File: config.mk
export PLATFORM = sky130hd
export DESIGN_NAME = onewire_bus_master_unit
export DESIGN_NICKNAME = d
export VERILOG_FILES = /design/src/rtl/owbm_pkg.sv /design/src/rtl/onewire_bus_master_unit.sv
export SDC_FILE = /design/constraint.sdc
export NUM_CORES = 1
export LEC_CHECK = 0
export BUFFER_PORTS_ARGS = -buffer_cell sky130_fd_sc_hd__buf_4
export CELL_PAD_IN_SITES_DETAIL_PLACEMENT = 1
export CELL_PAD_IN_SITES_GLOBAL_PLACEMENT = 2
export CORE_MARGIN = 3
export CORE_UTILIZATION = 36
export DETAILED_ROUTE_END_ITERATION = 12
export PLACE_DENSITY = 0.84
export SYNTH_ARGS = -nofsm -noshare
export SYNTH_HDL_FRONTEND = slang
export SYNTH_SLANG_ARGS = --single-unit
File: constraint.sdc
create_clock -name clk_i -period 4.45 [get_ports clk_i]
set_input_delay 0.445 -clock clk_i [delete_from_list [all_inputs] [get_ports clk_i]]
set_output_delay 0.445 -clock clk_i [all_outputs]
set_load 0.01 [all_outputs]
File: src/rtl/owbm_pkg.sv
package owbm_pkg;

  // Timer width of the phase counter. Phase lengths above 2**TIMER_BITS saturate.
  localparam int unsigned TIMER_BITS = 10;
  localparam int unsigned REG_W      = 10;
  localparam int unsigned LEN_W      = ((TIMER_BITS > REG_W) ? TIMER_BITS : REG_W) + 1;

  localparam int unsigned NUM_REGS = 6;
  localparam int unsigned ADDR_W   = 5;
  localparam int unsigned DATA_W   = 32;

  // Register indexes on the configuration port.
  localparam logic [2:0] REG_RST_LOW  = 3'd0;
  localparam logic [2:0] REG_RST_REL  = 3'd1;
  localparam logic [2:0] REG_SLOT     = 3'd2;
  localparam logic [2:0] REG_WR_HOLD  = 3'd3;
  localparam logic [2:0] REG_RD_REL   = 3'd4;
  localparam logic [2:0] REG_RD_REST  = 3'd5;

  localparam logic [REG_W-1:0] RST_LOW_INIT  = REG_W'(490);
  localparam logic [REG_W-1:0] RST_REL_INIT  = REG_W'(580);
  localparam logic [REG_W-1:0] SLOT_INIT     = REG_W'(2);
  localparam logic [REG_W-1:0] WR_HOLD_INIT  = REG_W'(45);
  localparam logic [REG_W-1:0] RD_REL_INIT   = REG_W'(4);
  localparam logic [REG_W-1:0] RD_REST_INIT  = REG_W'(65);

  localparam logic [7:0] CRC_POLY = 8'h8C;
  localparam logic [2:0] LAST_BIT = 3'd7;

  typedef enum logic [1:0] {
    CMD_TICK  = 2'd0,
    CMD_RESET = 2'd1,
    CMD_WRITE = 2'd2,
    CMD_READ  = 2'd3
  } cmd_e;

  typedef enum logic [2:0] {
    PH_IDLE     = 3'd0,
    PH_RST_LOW  = 3'd1,
    PH_RST_REL  = 3'd2,
    PH_WR_START = 3'd3,
    PH_WR_HOLD  = 3'd4,
    PH_RD_START = 3'd5,
    PH_RD_REL   = 3'd6,
    PH_RD_REST  = 3'd7
  } phase_e;

  // Reflected CRC-8, one byte folded in bit by bit.
  function automatic logic [7:0] crc8_byte(input logic [7:0] crc, input logic [7:0] data);
    logic [7:0] c;
    c = crc ^ data;
    for (int k = 0; k < 8; k++) begin
      c = c[0] ? ((c >> 1) ^ CRC_POLY) : (c >> 1);
    end
    return c;
  endfunction

  // Phase length in ticks: zero counts as one, large values saturate.
  function automatic logic [LEN_W-1:0] phase_len(input logic [REG_W-1:0] d);
    logic [LEN_W-1:0] len;
    logic [LEN_W-1:0] cap;
    cap = LEN_W'(1) << TIMER_BITS;
    len = (d == '0) ? LEN_W'(1) : LEN_W'(d);
    if (len > cap) begin
      len = cap;
    end
    return len;
  endfunction

endpackage

File: src/rtl/onewire_bus_master_unit.sv
// One-wire bus master: an item's result is registered at the edge that accepts it.
// Throughput is one item per cycle while results are taken, limited only by the output
// register, which is refilled at the same edge at which its result is taken.
// Reset (rst_ni low, asynchronous) sets the master idle with the line released,
// clears the counters, shift register, received byte and CRC, and loads the
// default timing registers.
module onewire_bus_master_unit (
  input  logic                              clk_i,
  input  logic                              rst_ni,
  // Item input channel.
  input  logic                              in_valid_i,
  output logic                              in_ready_o,
  input  logic [1:0]                        cmd_i,
  input  logic [7:0]                        write_value_i,
  input  logic                              line_level_i,
  // Result channel.
  output logic                              out_valid_o,
  input  logic                              out_ready_i,
  output logic                              line_release_o,
  output logic                              busy_res_o,
  output logic                              op_done_o,
  output logic [7:0]                        rx_byte_o,
  output logic [7:0]                        crc_value_o,
  output logic                              cmd_rejected_o,
  // Configuration port.
  input  logic                              psel,
  input  logic                              penable,
  input  logic                              pwrite,
  input  logic [owbm_pkg::ADDR_W-1:0]       paddr,
  input  logic [owbm_pkg::DATA_W-1:0]       pwdata,
  output logic [owbm_pkg::DATA_W-1:0]       prdata,
  output logic                              pready
);

  // ---------------------------------------------------------------------------
  // Timing registers. Each one is a separate flop group so that the phase
  // length mux and the read-back mux do not share an addressed array.
  // ---------------------------------------------------------------------------
  logic [owbm_pkg::REG_W-1:0] rst_low_q, rst_rel_q, slot_q, wr_hold_q, rd_rel_q, rd_rest_q;
  logic                       cfg_wr;
  logic [2:0]                 cfg_idx;

  assign pready  = 1'b1;
  assign cfg_idx = paddr[4:2];
  assign cfg_wr  = psel & penable & pwrite & pready;

  always_ff @(posedge clk_i or negedge rst_ni) begin
    if (!rst_ni) begin
      rst_low_q <= owbm_pkg::RST_LOW_INIT;
      rst_rel_q <= owbm_pkg::RST_REL_INIT;
      slot_q    <= owbm_pkg::SLOT_INIT;
      wr_hold_q <= owbm_pkg::WR_HOLD_INIT;
      rd_rel_q  <= owbm_pkg::RD_REL_INIT;
      rd_rest_q <= owbm_pkg::RD_REST_INIT;
    end else if (cfg_wr) begin
      unique case (cfg_idx)
        owbm_pkg::REG_RST_LOW: rst_low_q <= pwdata[owbm_pkg::REG_W-1:0];
        owbm_pkg::REG_RST_REL: rst_rel_q <= pwdata[owbm_pkg::REG_W-1:0];
        owbm_pkg::REG_SLOT:    slot_q    <= pwdata[owbm_pkg::REG_W-1:0];
        owbm_pkg::REG_WR_HOLD: wr_hold_q <= pwdata[owbm_pkg::REG_W-1:0];
        owbm_pkg::REG_RD_REL:  rd_rel_q  <= pwdata[owbm_pkg::REG_W-1:0];
        owbm_pkg::REG_RD_REST: rd_rest_q <= pwdata[owbm_pkg::REG_W-1:0];
        default: ;
      endcase
    end
  end

  // Read-back is combinational; addresses past the register list read as zero.
  always_comb begin
    prdata = '0;
    unique case (cfg_idx)
      owbm_pkg::REG_RST_LOW: prdata = owbm_pkg::DATA_W'(rst_low_q);
      owbm_pkg::REG_RST_REL: prdata = owbm_pkg::DATA_W'(rst_rel_q);
      owbm_pkg::REG_SLOT:    prdata = owbm_pkg::DATA_W'(slot_q);
      owbm_pkg::REG_WR_HOLD: prdata = owbm_pkg::DATA_W'(wr_hold_q);
      owbm_pkg::REG_RD_REL:  prdata = owbm_pkg::DATA_W'(rd_rel_q);
      owbm_pkg::REG_RD_REST: prdata = owbm_pkg::DATA_W'(rd_rest_q);
      default:               prdata = '0;
    endcase
  end

  // ---------------------------------------------------------------------------
  // Handshake. The bus state registers double as the result payload: they only
  // change when an item is accepted, and an item is only accepted when the
  // pending result leaves at the same edge (or there is none).
  // ---------------------------------------------------------------------------
  logic accept;
  logic out_valid_q;

  assign in_ready_o = ~out_valid_q | out_ready_i;
  assign accept     = in_valid_i & in_ready_o;

  // ---------------------------------------------------------------------------
  // Sequencer state.
  // ---------------------------------------------------------------------------
  owbm_pkg::phase_e                    phase_q, phase_d;
  logic [owbm_pkg::TIMER_BITS-1:0]     tick_q, tick_d;
  logic [2:0]                          bit_q, bit_d;
  logic [7:0]                          shift_q, shift_d;
  logic [7:0]                          rx_q, rx_d;
  logic [7:0]                          crc_q, crc_d;
  logic                                line_q, line_d;
  logic                                done_q, done_d;
  logic                                rej_q, rej_d;

  owbm_pkg::cmd_e                      cmd;
  logic                                busy;
  logic                                start;
  logic                                step;
  logic                                phase_end;
  logic                                last_bit;
  logic [owbm_pkg::REG_W-1:0]          len_reg;
  logic [owbm_pkg::LEN_W-1:0]          len;
  logic [owbm_pkg::LEN_W-1:0]          tick_inc;

  assign cmd      = owbm_pkg::cmd_e'(cmd_i);
  assign busy     = (phase_q != owbm_pkg::PH_IDLE);
  // A command only starts an operation from idle; a tick only advances a busy one.
  assign start    = accept & (cmd != owbm_pkg::CMD_TICK) & ~busy;
  assign step     = accept & (cmd == owbm_pkg::CMD_TICK) & busy;
  assign last_bit = (bit_q == owbm_pkg::LAST_BIT);

  // Select the length register of the current phase. Both slot openers share one.
  always_comb begin
    len_reg = owbm_pkg::RD_REST_INIT;
    unique case (phase_q)
      owbm_pkg::PH_RST_LOW:  len_reg = rst_low_q;
      owbm_pkg::PH_RST_REL:  len_reg = rst_rel_q;
      owbm_pkg::PH_WR_START: len_reg = slot_q;
      owbm_pkg::PH_WR_HOLD:  len_reg = wr_hold_q;
      owbm_pkg::PH_RD_START: len_reg = slot_q;
      owbm_pkg::PH_RD_REL:   len_reg = rd_rel_q;
      owbm_pkg::PH_RD_REST:  len_reg = rd_rest_q;
      default:               len_reg = rd_rest_q;
    endcase
  end

  assign len       = owbm_pkg::phase_len(len_reg);
  assign tick_inc  = owbm_pkg::LEN_W'(tick_q) + owbm_pkg::LEN_W'(1);
  // The phase ends on the tick that brings the count up to its length.
  assign phase_end = ~(tick_inc < len);

  // Next-state logic: phase and phase timer.
  always_comb begin
    phase_d = phase_q;
    tick_d  = tick_q;
    if (start) begin
      tick_d = '0;
      unique case (cmd)
        owbm_pkg::CMD_RESET: phase_d = owbm_pkg::PH_RST_LOW;
        owbm_pkg::CMD_WRITE: phase_d = owbm_pkg::PH_WR_START;
        owbm_pkg::CMD_READ:  phase_d = owbm_pkg::PH_RD_START;
        default:             phase_d = phase_q;
      endcase
    end else if (step) begin
      if (!phase_end) begin
        tick_d = tick_inc[owbm_pkg::TIMER_BITS-1:0];
      end else begin
        tick_d = '0;
        unique case (phase_q)
          owbm_pkg::PH_RST_LOW:  phase_d = owbm_pkg::PH_RST_REL;
          owbm_pkg::PH_RST_REL:  phase_d = owbm_pkg::PH_IDLE;
          owbm_pkg::PH_WR_START: phase_d = owbm_pkg::PH_WR_HOLD;
          owbm_pkg::PH_WR_HOLD:  phase_d = last_bit ? owbm_pkg::PH_IDLE : owbm_pkg::PH_WR_START;
          owbm_pkg::PH_RD_START: phase_d = owbm_pkg::PH_RD_REL;
          owbm_pkg::PH_RD_REL:   phase_d = owbm_pkg::PH_RD_REST;
          owbm_pkg::PH_RD_REST:  phase_d = last_bit ? owbm_pkg::PH_IDLE : owbm_pkg::PH_RD_START;
          default:               phase_d = owbm_pkg::PH_IDLE;
        endcase
      end
    end
  end

  // Output and datapath logic: line level, shift register, bit counter, CRC.
  always_comb begin
    line_d  = line_q;
    shift_d = shift_q;
    bit_d   = bit_q;
    rx_d    = rx_q;
    crc_d   = crc_q;
    done_d  = 1'b0;
    rej_d   = accept & (cmd != owbm_pkg::CMD_TICK) & busy;
    if (start) begin
      // Every operation opens by pulling the line low right away.
      line_d = 1'b0;
      bit_d  = '0;
      unique case (cmd)
        owbm_pkg::CMD_RESET: crc_d   = '0;
        owbm_pkg::CMD_WRITE: shift_d = write_value_i;
        owbm_pkg::CMD_READ:  shift_d = '0;
        default:             shift_d = shift_q;
      endcase
    end else if (step && phase_end) begin
      unique case (phase_q)
        owbm_pkg::PH_RST_LOW: line_d = 1'b1;
        owbm_pkg::PH_RST_REL: begin
          line_d = 1'b1;
          done_d = 1'b1;
        end
        owbm_pkg::PH_WR_START: line_d = shift_q[0];
        owbm_pkg::PH_WR_HOLD: begin
          shift_d = shift_q >> 1;
          if (last_bit) begin
            bit_d  = '0;
            line_d = 1'b1;
            done_d = 1'b1;
          end else begin
            // The release between write slots is untimed: the next low pulse starts now.
            bit_d  = bit_q + 3'd1;
            line_d = 1'b0;
          end
        end
        owbm_pkg::PH_RD_START: line_d = 1'b1;
        owbm_pkg::PH_RD_REL: begin
          shift_d = {line_level_i, shift_q[7:1]};
          line_d  = 1'b1;
        end
        owbm_pkg::PH_RD_REST: begin
          if (last_bit) begin
            bit_d  = '0;
            rx_d   = shift_q;
            crc_d  = owbm_pkg::crc8_byte(crc_q, shift_q);
            line_d = 1'b1;
            done_d = 1'b1;
          end else begin
            bit_d  = bit_q + 3'd1;
            line_d = 1'b0;
          end
        end
        default: line_d = line_q;
      endcase
    end
  end

  always_ff @(posedge clk_i or negedge rst_ni) begin
    if (!rst_ni) begin
      phase_q     <= owbm_pkg::PH_IDLE;
      tick_q      <= '0;
      bit_q       <= '0;
      shift_q     <= '0;
      rx_q        <= '0;
      crc_q       <= '0;
      line_q      <= 1'b1;
      done_q      <= 1'b0;
      rej_q       <= 1'b0;
      out_valid_q <= 1'b0;
    end else begin
      if (accept) begin
        phase_q <= phase_d;
        tick_q  <= tick_d;
        bit_q   <= bit_d;
        shift_q <= shift_d;
        rx_q    <= rx_d;
        crc_q   <= crc_d;
        line_q  <= line_d;
        done_q  <= done_d;
        rej_q   <= rej_d;
      end
      if (accept) begin
        out_valid_q <= 1'b1;
      end else if (out_ready_i) begin
        out_valid_q <= 1'b0;
      end
    end
  end

  assign out_valid_o    = out_valid_q;
  assign line_release_o = line_q;
  assign busy_res_o     = busy;
  assign op_done_o      = done_q;
  assign rx_byte_o      = rx_q;
  assign crc_value_o    = crc_q;
  assign cmd_rejected_o = rej_q;

endmodule

# --- Yosys cells after proc, flatten, opt, wreduce, memory -nomap -nowiden ---
# Index checks and enable logic that the tools add are counted.
classes:
  addsub: 2
  order_cmp: 2
  n_eq_ne: 20
  mux: 44
  bitwise_logic: 22
  reduce_logical: 30
ops:
  columns: ["cell", "count"]
  rows:
  - ["$mux 8", 15]
  - ["$pmux 10 s6", 1]
  - ["$pmux 10 s5", 1]
  - ["$mux 10", 4]
  - ["$pmux 8 s2", 2]
  - ["$mux 3", 8]
  - ["$not 2->3", 8]
  - ["$eq 3x3->1 const B", 7]
  - ["$pmux 3 s6", 1]
  - ["$reduce_and 2->1", 7]
  - ["$reduce_bool 2->1", 7]
  - ["$eq 3x2->1 const B", 4]
  - ["$add 10x1->11 const B", 1]
  - ["$gt 10x11->1 const B", 1]
  - ["$lt 11x11->1", 1]
  - ["$mux 11", 1]
  - ["$logic_not 10->1", 1]
  - ["$reduce_and 5->1", 2]
  - ["$pmux 3 s3", 1]
  - ["$and 1x1->1", 8]
  - ["$reduce_and 4->1", 2]
  - ["$xor 8x8->8", 1]
  - ["$mux 1", 7]
  - ["$eq 3x1->1 const B", 2]
  - ["other kinds (20)", 27]
word_totals:
  register_bits: 104
  input_bits: 55
  out_inout_bits: 55

# --- Depth between registers and ports, before layout ---
logic_depth:
  word_depth: 21
  mapped_depth: 18
  ltp_nobuf: 14

# --- Least setup slack after synthesis ---
# OpenSTA, ideal clock, no wires.
synth_timing:
  path_kind: "reg2reg"
  startpoint: "reg phase_q[2]"
  endpoint: "reg rx_q[6] (netlist: rx_byte_o[6])"
  arrival_ps: 3183
  required_time_ps: 4325
  setup_slack_ps: 1142
  path_stages_with_launch: 18
  path_buffers: 4
  period_less_slack_ps: 3308
  path_cell_list: "dfrtp_1 buf_6 buf_6 o32ai_1 a21oi_1 o22ai_1 ha_1 a21o_1 a21o_1 a21o_1 a21oi_1 o221ai_1 inv_1 a21oi_4 and3_1 buf_6 buf_12 mux2_4"
synth_via:
  elab_chain_cells: 11
synth_lines:
  columns: ["element", "line_no", "text"]
  rows:
  - ["start: declaration", "onewire_bus_master_unit.sv:96", "owbm_pkg::phase_e phase_q, phase_d;"]
  - ["start signal: assignment", "onewire_bus_master_unit.sv:237", "phase_q <= owbm_pkg::PH_IDLE;"]
  - ["start signal: assignment", "onewire_bus_master_unit.sv:249", "phase_q <= phase_d;"]
  - ["$eq 3x3->1 or $eq 3x2->1 (tied branches)", "onewire_bus_master_unit.sv:126", "unique case (phase_q)"]
  - ["$reduce_or 2->1 (no source line)", null, null]
  - ["$pmux 10 s5", "onewire_bus_master_unit.sv:126", null]
  - ["$logic_not 10->1", "owbm_pkg.sv:63", "len = (d == '0) ? LEN_W'(1) : LEN_W'(d);"]
  - ["$mux 10", "owbm_pkg.sv:63", null]
  - ["$gt 10x11->1", "owbm_pkg.sv:64", "if (len > cap) begin"]
  - ["$mux 11", "owbm_pkg.sv:64", null]
  - ["$lt 11x11->1", "onewire_bus_master_unit.sv:141", "assign phase_end = ~(tick_inc < len);"]
  - ["$not 1->1", "onewire_bus_master_unit.sv:141", null]
  - ["$logic_and 1x1->1", "onewire_bus_master_unit.sv:193", "end else if (step && phase_end) begin"]
  - ["$reduce_and 5->1 (no source line) *", null, null]
  - ["end signal: assignment", "onewire_bus_master_unit.sv:253", "rx_q <= rx_d;"]
  - ["end: declaration", "onewire_bus_master_unit.sv:100", "logic [7:0] rx_q, rx_d;"]
# Mark *: on every way between the ends. The rest lies on a longest branch, timed or not.
# A chain may end at the register's enable or synchronous reset.

# --- Worst setup path after layout ---
layout_timing:
  startpoint: "reg phase_q[0]"
  endpoint: "reg rx_q[0] (netlist: rx_byte_o[0])"
# Same word-level chain as after synthesis.

==> impl_metrics.toml <==
[routing]
drt_iter0_drc = 330
route.antenna.remaining_nets = 0
drc = 0
wl_per_cell_um = 20.4
dr.pass1.iters = 4
viasPerCell = 5.53
routed_wirelength_um = 17700
vias = 4802

[finish]
n_fill_cell = 1859
regArea_um2 = 2630
layout.nets = 711
diodes = 0
drive_above_1_share = 0.307
multi_input_area_um2 = 3290
areaGrowthSynthToFinish_pct = 13.7

[worst_setup_path]
start_kind = "register"
path_class = "reg -> reg"
worstPathCellList = "buf_4 > nor2_1 > nand2_1 > a21oi_1 > o32ai_1 > ha_1 > nand2_1 > o221ai_1 > inv_1 > a21oi_4 > and3_1 > buf_12 > mux2_2"
endpoint_kind = "register"
reg2reg_depth = 13
required_ns = 4.69
reg2reg_slack_ns = 0.30
path_max_fanout = 19
cp_slowest_stage_delay_ns = 0.80
cp_slowest_cell = "dfrtp_1"
critPathArrivalTime_ns = 4.40
r2r-end = "rx_byte_o[0]$_DFFE_PN0P_"
cpMostUsedCell = "nand2_1"
rr_startpoint = "phase_q[0]$_DFFE_PN0P_"

[synth]
synth.avg_cell_area_um2 = 10.6
syn-instance-count = 589
yosys_register_bits = 104
yosysWarnings = 0
post-synth-top-count-cell = "dfrtp_1"
synth_largest_area_cell = "dfrtp_1"
netlist.area_leader.share = 0.346
synth_edf_count = 0
yosysSeqAreaShare = 0.422
synth_top_cells_by_count = "dfrtp_1, mux2_2, nand2_1"
synth_top_cells_by_area = "dfrtp_1, mux2_2, dfstp_2"
ys_async_sr_fraction = 1.00
ys.flop_type = "dfrtp_1"
yosys.cell_types.count = 70
syn_area_um2 = 6220

[global_routing]
globalRouteTotalUtil = 0.194
grt.overflow.total = 0
grt_antenna_before_repair = 0
grt_max_degree = 82
grt_first_pass_wirelength_um = 28100
grt_pass1_vias = 5081

[clocking]
cts.sinks = 104
cts_resized = 0
cts_tree = "yes"
clk_latency_ns = 0.36
cts-hold-fix-buffers = 0
cts_root_buf = "clkbuf_16"
h-tree-depth = 3
post_cts_buffers = 0
clock_path_buffers = 2
cts.clk_slew.worst_paths_ns = 0.07
numCtsBuffers = 9

[job]
drv_cap = 0

[sta]
timing.final.ws_setup_ns = 0.298
fin_crit_ns = 4.15
hold_ws_ns = 0.275
tightest_slew_ns = 1.20
hold_violations = 0
slew_headroom = 0.200
setup_viol = 0
fin_setup_tns_ns = 0
skew_ns = 0.00787
rsz0062_at_grt = "no"
drv_slew = 0
min_period_over_period = 0.933
fmax_mhz = 241

[floorplanning]
die_h_um = 137
placeableCoreArea_um2 = 16800
num_io_pins = 110
start_util = 0.371
die_w_um = 137
dieArea_um2 = 18900
rows = 47

[power]
ir_worst_vdd_mv = 0.306
p_leak_nw = 3.19
p_per_area_nw_per_um2 = 499

[placement]
hpwlAfterDp_um = 12500
gp_congestion = 0.857
post-place-ws_ns = 0.276
io_buffers = 62

[status]
status = "completed"

[worst_hold_path]
hold_class = "in -> async"
[per-layer routing]
| layer | vias up | share of wire | GRT usage |
|---|---|---|---|
| met5 | - | 0 | 0 |
| met4 | 0 | 0.016 | 0.0582 |
| met3 | 20 | 0.046 | 0.0347 |
| met2 | 122 | 0.49 | 0.319 |
| met1 | 2455 | 0.44 | 0.260 |
| li1 | 2205 | - | - |
[layout by cell type (no fill, tap or decap), drive strengths merged, types with 7 or more instances in the layout]
cell type  count
a22oi         12
nor2b          7
a211oi        10
a21oi         29
xnor2         15
a31oi          8
dfstp         18
nor2          37
inv           13
clkbuf        11
ha            12
dfrtp         86
nand3         17
conb          23
o22ai         10
o21ai         27
buf           72
xor2          14
and3          11
nor3           7
a21o           7
nand2b        10
nand2         43
mux2i         21
mux2          74
[worst max-delay path: cells and delay by family, from the launching register on]
kind / cells / cell delay (ns)
compound gates: 4 / 1.37
flops: 1 / 0.80
buf+inv: 3 / 0.72
simple gates: 4 / 0.55
mux: 1 / 0.35
fa+ha+maj: 1 / 0.24
[sequential cells by signal, indices dropped and copies added (netlist names), 10 cells and up]
register	cells
rd_rel_q	10
rd_rest_q	10
rst_low_q	10
rst_rel_q	10
slot_q	10
tick_q	10
wr_hold_q	10
[cell families (layout without fill, tap and decap cells)]
group | count (synthesis) | in the layout | share of synthesized area
AO/OA/AOI/OAI | 132 | 132 | 0.148
AND/OR/NAND/NOR | 151 | 151 | 0.122
buffers and inverters | 61 | 100 | 0.0646
XOR/XNOR | 29 | 29 | 0.0408
adder cells (fa/ha/maj) | 13 | 13 | 0.0259
other | 2 | 23 | 0.00121
flip-flops | 104 | 104 | 0.422
multiplexers | 97 | 97 | 0.176
[metrics by stage]
| step | instance area, um2 | utilization | power [mW] | std cells |
|---|---|---|---|---|
| floorplan | 6300 | - | 2.33 | 610 |
| CTS | 7070 | 0.422 | 3.55 | 869 |
| global placement | 6790 | 0.405 | 2.66 | 853 |
| finish | 7070 | 0.422 | 3.53 | 869 |
| detailed placement | 6790 | 0.405 | 2.73 | 853 |
| global route | 7070 | 0.422 | 3.76 | 869 |
[report_power, final]
group | internal (mW) | switching [mW] | total [mW]
Combinational | 0.604 | 0.746 | 1.35
Clock | 0.438 | 0.370 | 0.808
Sequential | 1.15 | 0.221 | 1.37
[how the worst max path moves through the flow]
| stage | start | end | depth (start not counted) |
|---|---|---|---|
| global route | phase_q[2]$_DFFE_PN0P_ | shift_q[7]$_DFFE_PN0P_ | 13 |
| global placement | phase_q[2]$_DFFE_PN0P_ | rx_byte_o[2]$_DFFE_PN0P_ | 13 |
| CTS | phase_q[2]$_DFFE_PN0P_ | rx_byte_o[0]$_DFFE_PN0P_ | 13 |
| floorplan | phase_q[2]$_DFFE_PN0P_ | rx_byte_o[6]$_DFFE_PN0P_ | 17 |
| finish | phase_q[0]$_DFFE_PN0P_ | rx_byte_o[0]$_DFFE_PN0P_ | 13 |
| detailed placement | phase_q[2]$_DFFE_PN0P_ | rx_byte_o[0]$_DFFE_PN0P_ | 13 |
[layout make-up]
class | instances | area share
inverter | 12 | 0.00637
timing repair buffer | 72 | 0.0782
sequential | 104 | 0.371
tap | 220 | 0.0389
clock buffer | 11 | 0.0329
multi-input combinational | 445 | 0.465
clock inverter | 5 | 0.00796
Power figures use the tool's default switching activity.
